## src/hdl/lbp_pkg.sv

```systemverilog
// ----------------------------------------------------------------------------
// lbp_pkg
// Shared types and constants of the local binary pattern histogram block.
// ----------------------------------------------------------------------------
package lbp_pkg;

  localparam int DIM_BITS     = 11;
  localparam int BIN_COUNT    = 256;
  localparam int COUNT_BITS   = 20;
  localparam int QUEUE_DEPTH  = 4;
  localparam int QCOUNT_BITS  = 3;
  localparam logic [DIM_BITS-1:0] DIM_RESET = 11'd1024;

  localparam logic OP_PIXEL = 1'b0;
  localparam logic OP_READ  = 1'b1;

  localparam logic KIND_CODE  = 1'b0;
  localparam logic KIND_COUNT = 1'b1;

  localparam logic REG_IMAGE_WIDTH  = 1'b0;
  localparam logic REG_IMAGE_HEIGHT = 1'b1;

  typedef struct packed {
    logic       opcode;
    logic [7:0] pixel;
    logic       frame_start;
    logic [7:0] bin_index;
  } lbp_in_t;

  typedef struct packed {
    logic                  result_kind;
    logic [7:0]            lbp_code;
    logic [COUNT_BITS-1:0] bin_count;
    logic                  frame_done;
  } lbp_out_t;

  typedef enum logic [1:0] {
    ENTRY_CODE,
    ENTRY_READ,
    ENTRY_CLEAR
  } entry_kind_t;

  typedef struct packed {
    entry_kind_t kind;
    logic [7:0]  key;
    logic        frame_done;
  } lbp_entry_t;

endpackage

```

## src/hdl/lbp_queue.sv

```systemverilog
// ----------------------------------------------------------------------------
// lbp_queue
// Short queue of classified entries between the front and the back.
// ----------------------------------------------------------------------------
module lbp_queue
  import lbp_pkg::*;
(
  input  logic                   clk,
  input  logic                   rst,
  input  logic                   push,
  input  lbp_entry_t             push_entry,
  input  logic                   pop,
  output lbp_entry_t             head,
  output logic                   not_empty,
  output logic [QCOUNT_BITS-1:0] count
);

  localparam int PW = $clog2(QUEUE_DEPTH);

  lbp_entry_t    slots [QUEUE_DEPTH];
  logic [PW-1:0] rd_ptr;
  logic [PW-1:0] wr_ptr;
  logic          do_push;
  logic          do_pop;

  assign not_empty = (count != '0);
  assign do_pop    = pop && not_empty;
  assign do_push   = push && (count != QCOUNT_BITS'(QUEUE_DEPTH));
  assign head      = slots[rd_ptr];

  always_ff @(posedge clk) begin
    if (do_push) begin
      slots[wr_ptr] <= push_entry;
    end
    if (rst) begin
      rd_ptr <= '0;
      wr_ptr <= '0;
      count  <= '0;
    end else begin
      if (do_push) begin
        wr_ptr <= wr_ptr + 1'b1;
      end
      if (do_pop) begin
        rd_ptr <= rd_ptr + 1'b1;
      end
      count <= count + QCOUNT_BITS'(do_push) - QCOUNT_BITS'(do_pop);
    end
  end

endmodule

```

## config.mk

```make
export PLATFORM = sky130hd
export DESIGN_NAME = lbp_queue
export DESIGN_NICKNAME = d
export VERILOG_FILES = /design/src/hdl/lbp_pkg.sv /design/src/hdl/lbp_queue.sv
export SDC_FILE = /design/constraint.sdc
export NUM_CORES = 1
export LEC_CHECK = 0
export ABC_AREA = 1
export BUFFER_PORTS_ARGS = -buffer_cell sky130_fd_sc_hd__buf_2
export CAP_MARGIN = 0
export CORE_ASPECT_RATIO = 0.8
export CORE_MARGIN = 1
export CORE_UTILIZATION = 41
export DETAILED_ROUTE_END_ITERATION = 8
export SETUP_SLACK_MARGIN = 0.05
export SLEW_MARGIN = 20
export SYNTH_ARGS = -nofsm -noshare
export SYNTH_HDL_FRONTEND = slang
export SYNTH_SLANG_ARGS = --single-unit
```

## constraint.sdc

```tcl
create_clock -name clk -period 2.6 [get_ports clk]
set_clock_uncertainty 0.05 [all_clocks]
set_input_delay 0.65 -clock clk [delete_from_list [all_inputs] [get_ports clk]]
set_output_delay 0.65 -clock clk [all_outputs]
set_load 0.02 [all_outputs]
```

==> impl_metrics.py, run 1 <==
metrics = {
    "run_status": {
        "status": "complete, no violations",
    },
    "detailed_routing": {
        "vias": 1305,
        "drt_first_pass_iters": 4,
        "postRouteAntennaNets": 0,
        "drc": 0,
        "via_per_inst": 4.83,
        "totalWireLength_um": 3550,
        "wire_per_inst_um": 13.2,
        "drt_iter0_markers": 75,
    },
    "final_layout": {
        "seq_area_sq_mm": 0.00150,
        "multi_input_area_sq_um": 529,
        "final_cell_mix": "edfxtp_1, nor2_1, buf_2",
        "diodes": 0,
        "fill_cells": 457,
        "instances_no_fill": 270,
        "mostFrequentLayoutCell": "edfxtp_1",
        "post-route-util": 0.487,
        "drive_above_1_share": 0.236,
        "syn_to_final_growth_pct": 14.7,
        "final_nets": 229,
    },
    "clock_network": {
        "holdBufCountCts": 0,
        "post_cts_buffers": 0,
        "path_clk_slew_ns": 0.09,
        "postCtsResizedCells": 0,
        "tritoncts": "done",
        "numCtsBuffers": 5,
        "cts.sinks": 53,
        "clk_root_buffer_cell": "clkbuf_8",
        "clkLatencyLatePin_ns": 0.30,
        "cts_max_path_buffers": 2,
        "htree_levels": 2,
    },
    "setup_path": {
        "startpoint_type": "flip-flop",
        "r2r-end": "count[2]",
        "worstPathArrival_ns": 1.60,
        "required_ns": 1.90,
        "regToRegStartpoint": "count[1]",
        "worst-path-stages": 4,
        "r2r_slack_ns": 0.36,
        "cpPeakStageDelay_ns": 0.53,
        "cp_cell_sequence": "buf_4, o21ai_1, o22ai_1, buf_2",
        "crit_buf_inv": 2,
        "crit_family": "flip-flops",
        "critPathSlowestCell": "dfxtp_1",
        "cp-endpoint": "head[8]",
        "reg2regPathDepth": 11,
        "path_class": "reg2out",
        "critPathCaptureType": "output pin",
        "worstPathMaxFanout": 14,
    },
    "floorplanning": {
        "core-area_sq_mm": 0.00501,
        "start_util": 0.424,
        "io_pins": 30,
        "rows": 23,
        "die_y_um": 66.4,
        "die_w_um": 82.5,
        "die_area_sq_mm": 0.00548,
    },
    "sta": {
        "finalSetupTns_ns": 0,
        "post-route-period-util": 0.885,
        "slew_headroom": 0.738,
        "finalSetupViolations": 0,
        "rsz0062_at_grt": "false",
        "final_max_slew_viol_count": 0,
        "min_period_ns": 2.30,
        "max_slew.worst_pin.slew_ns": 0.392,
        "fmax_mhz": 435,
        "holdWs_ns": 0.453,
        "finalHoldViolations": 0,
    },
    "global_route": {
        "grt_pass1_wl_um": 5720,
        "grt_pass1_vias": 1184,
        "overflow": 0,
        "antenna_found_initial": 0,
        "grt_max_degree": 23,
        "grt_usage": 0.150,
    },
    "placed_design": {
        "hpwl_um": 2310,
        "io_buffer_count": 29,
        "routabilityCongestion": 0.654,
        "post-place-cells": 262,
    },
    "power_and_ir_drop": {
        "power.total_uw": 2320,
        "leakagePower_uw": 0.000932,
        "vdd_drop_max_uv": 393,
        "power-per-cell-area_mw_per_mm2": 952,
    },
    "synth": {
        "yosys_register_bits": 53,
        "synth_area_leaders": "edfxtp_1, dfxtp_1, nor2_1, o21ai_1, ha_1",
        "ys_seq_area_frac": 0.707,
        "yosysTopAreaCell": "edfxtp_1",
        "synth_cells": 171,
        "yosysWarnings": 0,
        "yosysTopAreaCellShare": 0.622,
        "synth.avg_cell_area_sq_um": 12.4,
        "syn_area_sq_mm": 0.00212,
        "syn-num-nets": 193,
        "synth_cell_type_count": 22,
    },
    "min_path": {
        "hold_class": "reg2reg",
    },
    "flow_run": {
        "cap_violations": 0,
    },
}
==> Yosys cell counts, drive strengths merged <==
cell and number:
edfxtp 44, nor2 35, o21ai 22, inv 14, nand2 11, o22ai 11
dfxtp 9, buf 6, ha 6, a21oi 5, nand3 4, a21boi 1
clkinv 1, fa 1, or2 1
==> report_power, final <==
part	leakage, uW	switching (uW)	internal, uW
sequential	0.000477	77.4	1040
combinational	0.000412	504	267
clock	0.0000430	245	182
total	0.000932	826	1490
==> final cells by class <==
class | count | share of cell area
Sequential cell | 53 | 0.616
Multi-Input combinational cell | 97 | 0.217
Timing Repair Buffer | 35 | 0.0781
Tap cell | 62 | 0.0318
Clock buffer | 5 | 0.0282
Inverter | 15 | 0.0231
Clock inverter | 3 | 0.00514
==> stage by stage <==
| stage | worst slack (ns) | cell area, sq um |
|---|---|---|
| global placement | 0.270 | 2350 |
| CTS | 0.272 | 2440 |
| finish | 0.299 | 2440 |
| detailed placement | 0.219 | 2350 |
| global route | 0.162 | 2440 |
| floorplan | 0.373 | 2120 |
==> how the worst min path moves through the flow <==
stage / to / startpoint / cells after the start
global route: count[1] / rst / 2
finish: flip-flop / rd_ptr[0] / 2
detailed placement: flip-flop / rd_ptr[0] / 2
global placement: rd_ptr[0] / rd_ptr[0] / 2
floorplan: flip-flop / rd_ptr[0] / 2
CTS: flip-flop / rd_ptr[0] / 2
==> cells by family (layout without fill, tap and decap cells) <==
group / count (synthesis) / in the layout / share of synthesized area
buf+inv: 21 / 58 / 0.0442
flops: 53 / 53 / 0.707
fa+ha+maj: 7 / 7 / 0.0448
compound gates: 39 / 39 / 0.101
simple gates: 51 / 51 / 0.103
==> per-layer routing <==
| layer | vias to the layer above | part of all wire | GRT usage |
|---|---|---|---|
| li1 | 671 | - | - |
| met1 | 607 | 0.48 | 0.203 |
| met2 | 19 | 0.46 | 0.222 |
| met3 | 8 | 0.041 | 0.0414 |
| met4 | 0 | 0.018 | 0.0724 |
| met5 | - | 0 | 0 |
==> worst register-to-register path, cell delays in order, from the launching register on <==
cell and delay, ns:
dfxtp_1 0.47, nor2_4 0.09, nand2_2 0.12, nand2_2 0.09, ha_1 0.29, inv_1 0.05, ha_1 0.13, inv_1 0.05
fa_1 0.38, or2_1 0.23, a21oi_1 0.14, nor2_1 0.06
==> registers in the layout (all words and copies together) (netlist names), named ones only <==
register,flops
slots,44
count,3
rd_ptr,2
wr_ptr,2
(Power assumes the default switching activity.)
==> run 2: changes to the inputs <==
- ABC_AREA: 1 -> 0
==> run 2 against run 1 <==
- clock-buffer cell count is 1 higher
- fmax shrank 4.3%
- synthesized cell count decreased by 39%
- setup slack worse by 0.10 ns
- design area fell by 1.5%
- register-to-register slack hardly changed
- flip-flop and latch count is the same
- global-route usage decreased by 0.96 points
- clock power increased by 27%
- largest power group unchanged
==> impl_metrics.py, run 2 <==
metrics = {
    "run_status": {
        "status": "complete, no violations",
    },
    "setup_path": {
        "critPathCaptureType": "output pin",
        "worstPathMaxFanout": 5,
        "crit_buf_inv": 2,
        "required_ns": 1.90,
        "startpoint_type": "flip-flop",
        "worstPathArrival_ns": 1.70,
        "cp_cell_sequence": "buf_4, mux4_2, buf_2",
        "critPathSlowestCell": "mux4_2",
        "crit_family": "multiplexers",
        "cpPeakStageDelay_ns": 0.51,
        "path_class": "reg2out",
    },
    "floorplanning": {
        "io_pins": 30,
        "die_w_um": 81.4,
        "start_util": 0.439,
        "rows": 22,
        "core-area_sq_mm": 0.00471,
        "die_area_sq_mm": 0.00533,
        "die_y_um": 65.5,
    },
    "clock_network": {
        "path_clk_slew_ns": 0.09,
        "tritoncts": "done",
        "postCtsResizedCells": 0,
        "cts_max_path_buffers": 2,
        "cts.sinks": 53,
        "numCtsBuffers": 5,
        "holdBufCountCts": 0,
        "clk_root_buffer_cell": "clkbuf_8",
        "clkLatencyLatePin_ns": 0.31,
        "htree_levels": 2,
        "post_cts_buffers": 0,
    },
    "sta": {
        "rsz0062_at_grt": "false",
        "min_period_ns": 2.40,
        "max_slew.worst_pin.slew_ns": 0.583,
        "post-route-period-util": 0.925,
        "finalSetupViolations": 0,
        "worst_slack_ns": 0.195,
        "finalHoldViolations": 0,
        "fmax_mhz": 416,
        "slew_headroom": 0.611,
        "final_max_slew_viol_count": 0,
        "finalSetupTns_ns": 0,
    },
    "min_path": {
        "hold_class": "reg2reg",
    },
    "placed_design": {
        "routabilityCongestion": 0.766,
        "post-place-cells": 194,
        "pre_cts_ws_ns": 0.207,
        "io_buffer_count": 29,
        "hpwl_um": 2200,
    },
    "global_route": {
        "antenna_found_initial": 0,
        "grt_pass1_wl_um": 5070,
        "grt_max_degree": 17,
        "grt_usage": 0.141,
        "overflow": 0,
        "grt_pass1_vias": 1038,
    },
    "final_layout": {
        "largest_reg_flops": 44,
        "reg_top3": "slots: 44 flops, count: 3 flops",
        "mostFrequentLayoutCell": "edfxtp_1",
        "regMostFlops": "slots",
        "instances_no_fill": 202,
        "diodes": 0,
        "drive_above_1_share": 0.373,
        "fill_cells": 391,
        "final_cell_mix": "edfxtp_1, buf_2, mux4_2",
        "syn_to_final_growth_pct": 16.2,
        "multi_input_area_sq_um": 526,
        "seq_area_sq_mm": 0.00150,
        "final_nets": 163,
    },
    "power_and_ir_drop": {
        "internal_power_uw": 1680,
        "leakagePower_uw": 0.000869,
        "p_comb_frac": 0.301,
        "p_seq_frac": 0.475,
        "power-per-cell-area_mw_per_mm2": 1010,
        "power.net_switching_uw": 759,
        "power.share.clock": 0.223,
        "swShare": 0.312,
        "vdd_drop_max_uv": 357,
    },
    "synth": {
        "synth_area_leaders": "edfxtp_1, mux4_2, dfxtp_1, ha_1, and2_1",
        "synth_edf_count": 44,
        "ys_async_sr_fraction": 0,
        "synth_most_common_cell": "edfxtp_1",
        "syn-num-nets": 127,
        "yosysWarnings": 0,
        "synth_cells": 105,
        "synthTopCellsByCount": "edfxtp_1, mux4_2, dfxtp_1, nor2_1, ha_1",
        "yosys_register_bits": 53,
        "yosysTopAreaCellShare": 0.640,
        "synth_cell_type_count": 23,
        "synth_ff_type": "edfxtp_1",
        "yosysTopAreaCell": "edfxtp_1",
        "ys_seq_area_frac": 0.727,
        "syn_area_sq_mm": 0.00207,
        "synth.avg_cell_area_sq_um": 19.7,
    },
    "detailed_routing": {
        "drc": 0,
        "via_per_inst": 4.84,
        "drt_iter0_markers": 40,
        "drt_first_pass_iters": 4,
        "vias": 978,
        "postRouteAntennaNets": 0,
        "totalWireLength_um": 3210,
        "wire_per_inst_um": 15.9,
    },
    "flow_run": {
        "cap_violations": 0,
    },
}
==> run 2: worst min-delay path, delay by kind of cell, from the launching register on <==
kind             cells  cell delay, ns
flip-flops           1            0.35
AND/OR/NAND/NOR      1            0.07
multiplexers         1            0.05
==> run 2: logic make-up after synthesis <==
group,synth area share
multiplexers,0.130
flip-flops,0.727
AO/OA/AOI/OAI,0.0176
XOR/XNOR,0.0127
buffers and inverters,0.0188
AND/OR/NAND/NOR,0.0479
adder cells (fa/ha/maj),0.0460
==> run 2: through the flow <==
step            util  cell area (sq um)  hold slack [ns]  total power (uW)
2_1_floorplan      -               2070            0.432              1700
6_report       0.510               2400            0.470              2440
3_3_place_gp   0.486               2290            0.447              1910
5_1_grt        0.510               2400            0.492              2590
3_5_place_dp   0.486               2290            0.468              1930
4_1_cts        0.510               2400            0.480              2480
==> run 2: routing by layer <==
layer	wire length [um]	track usage	share of wire
met5	0	0	0
met2	1580	0.226	0.49
met3	158	0.0444	0.049
met4	66	0.0670	0.021
met1	1410	0.172	0.44
==> run 2: cell type report <==
cell class | count | share of cell area
sequential | 53 | 0.626
multi-input combinational | 44 | 0.219
timing repair buffer | 32 | 0.0699
tap | 60 | 0.0313
clock buffer | 6 | 0.0302
clock inverter | 2 | 0.0162
inverter | 5 | 0.00782
==> run 2: worst paths after layout <==
check / start / endpoint / slack, ns / cells past startpoint
worst max register to register: count[1] / count[2] / 0.37 / 11
worst min-delay path: wr_ptr[1] / wr_ptr[1] / 0.47 / 2
worst max-delay path: flip-flop / head[7] / 0.20 / 3
worst min register to register: wr_ptr[1] / wr_ptr[1] / 0.47 / 2
==> run 2: power by group through the flow <==
stage	sequential, uW	clock, uW	combinational (uW)
floorplan	1160	0	534
global placement	1170	0	736
detailed placement	1180	0	751
CTS	1160	561	753
global route	1180	595	819
finish	1160	544	734
==> run 3: changes to the inputs <==
- CTS_BUF_LIST: not set -> sky130_fd_sc_hd__clkbuf_4 sky130_fd_sc_hd__clkbuf_8 sky130_fd_sc_hd__clkbuf_16
==> run 3 against run 2 <==
- via count is the same
- power increased by 0.40%
- clock power grew 2%
- core utilization grew 0.080 points
- first-iteration DRC count unchanged
- hold slack is the same
- setup slack improved by 0.0011 ns
- non-clock buffer count unchanged
- register-to-register slack about the same
- fmax is essentially flat
- critical path type unchanged
- highest routed layer unchanged
==> impl_metrics.py, run 3 (same netlist as run 2, synthesis figures left out) <==
metrics = {
    "run_status": {
        "status": "complete, no violations",
    },
    "sta": {
        "final_max_slew_viol_count": 0,
        "max_slew.worst_pin.slew_ns": 0.583,
        "rsz0062_at_grt": "false",
        "fmax_mhz": 416,
        "holdWs_ns": 0.470,
        "finalSetupTns_ns": 0,
        "min_period_ns": 2.40,
        "slew_headroom": 0.611,
        "finalHoldViolations": 0,
        "finalSetupViolations": 0,
        "post-route-period-util": 0.924,
    },
    "detailed_routing": {
        "drt_iter0_markers": 40,
        "postRouteAntennaNets": 0,
        "via_per_inst": 4.84,
        "vias": 978,
        "drt_first_pass_iters": 4,
        "drc": 0,
        "totalWireLength_um": 3210,
        "wire_per_inst_um": 15.9,
    },
    "global_route": {
        "antenna_found_initial": 0,
        "grt_usage": 0.141,
        "grt_pass1_wl_um": 5070,
        "grt_pass1_vias": 1038,
        "grt_max_degree": 17,
        "overflow": 0,
    },
    "final_layout": {
        "syn_to_final_growth_pct": 16.4,
        "mostFrequentLayoutCell": "edfxtp_1",
        "largest_reg_flops": 44,
        "reg_top3": "slots: 44 flops, count: 3 flops",
        "regMostFlops": "slots",
        "diodes": 0,
        "final_nets": 163,
        "final_cell_mix": "edfxtp_1, buf_2, mux4_2",
        "post-route-util": 0.511,
        "fill_cells": 391,
        "drive_above_1_share": 0.380,
        "instances_no_fill": 202,
    },
    "power_and_ir_drop": {
        "power.net_switching_uw": 758,
        "vdd_drop_max_uv": 357,
        "swShare": 0.310,
        "p_seq_frac": 0.473,
        "p_comb_frac": 0.300,
        "power-per-cell-area_mw_per_mm2": 1020,
        "power.share.clock": 0.227,
        "leakagePower_uw": 0.000873,
        "internal_power_uw": 1690,
    },
    "clock_network": {
        "tritoncts": "done",
        "path_clk_slew_ns": 0.09,
        "postCtsResizedCells": 0,
        "post_cts_buffers": 0,
        "clkLatencyLatePin_ns": 0.31,
        "htree_levels": 2,
        "holdBufCountCts": 0,
        "cts_max_path_buffers": 2,
        "cts.sinks": 53,
        "clk_root_buffer_cell": "clkbuf_8",
        "numCtsBuffers": 5,
    },
    "setup_path": {
        "worstPathMaxFanout": 5,
        "worstPathArrival_ns": 1.70,
        "startpoint_type": "flip-flop",
        "regToRegStartpoint": "count[1]",
        "critPathCaptureType": "output pin",
        "required_ns": 1.90,
        "path_class": "reg2out",
    },
    "floorplanning": {
        "die_w_um": 81.4,
        "start_util": 0.439,
        "core-area_sq_mm": 0.00471,
        "die_area_sq_mm": 0.00533,
        "io_pins": 30,
        "die_y_um": 65.5,
        "rows": 22,
    },
    "placed_design": {
        "routabilityCongestion": 0.766,
        "post-place-cells": 194,
        "io_buffer_count": 29,
        "hpwl_um": 2200,
    },
    "min_path": {
        "min-delay-start": "wr_ptr[1]",
        "hold_class": "reg2reg",
    },
    "flow_run": {
        "cap_violations": 0,
    },
}
==> run 3: cell count changes in the layout (fill, tap and decap cells not counted) <==
| cell | before | now |
|---|---|---|
| clkbuf_1 | 1 | 0 |
| clkbuf_4 | 0 | 1 |
==> run 3: worst paths after layout <==
| kind | end | slack, ns | cells after the start |
|---|---|---|---|
| max reg2reg | count[2] | 0.37 | 11 |
| min reg2reg | wr_ptr[1] | 0.47 | 2 |
| min | wr_ptr[1] | 0.47 | 2 |
| max | head[7] | 0.20 | 3 |
==> run 3: power groups by stage <==
| stage | Sequential (uW) | Combinational (uW) | Clock (uW) |
|---|---|---|---|
| 2_1_floorplan | 1160 | 534 | 0 |
| 3_3_place_gp | 1170 | 736 | 0 |
| 3_5_place_dp | 1180 | 751 | 0 |
| 4_1_cts | 1160 | 753 | 572 |
| 5_1_grt | 1180 | 819 | 606 |
| 6_report | 1160 | 734 | 554 |
==> run 3: area by class of cell <==
type,instances,area [sq um],area share
Multi-Input combinational cell,44,526,0.219
Tap cell,60,75.1,0.0312
Sequential cell,53,1500,0.625
Clock buffer,6,76.3,0.0318
Timing Repair Buffer,32,168,0.0698
Inverter,5,18.8,0.00781
Clock inverter,2,38.8,0.0161
==> run 3: stage by stage <==
step | worst slack (ns) | instance area (sq um) | total power (uW)
6_report | 0.196 | 2400 | 2440
5_1_grt | 0.0636 | 2400 | 2600
4_1_cts | 0.143 | 2400 | 2490
3_5_place_dp | 0.207 | 2290 | 1930
3_3_place_gp | 0.292 | 2290 | 1910
2_1_floorplan | 0.301 | 2070 | 1700
==> run 3: critical path, cell delays in order, from the launching register on <==
cell,delay [ns]
dfxtp_1,0.49
buf_4,0.23
mux4_2,0.51
buf_2,0.17
==> run 3: metal layers <==
layer  vias up  GRT usage  wire length [um]
met3         7     0.0444               156
met5         -          0                 0
li1        470          -                 -
met2        19      0.226              1580
met4         0     0.0670                67
met1       482      0.172              1410
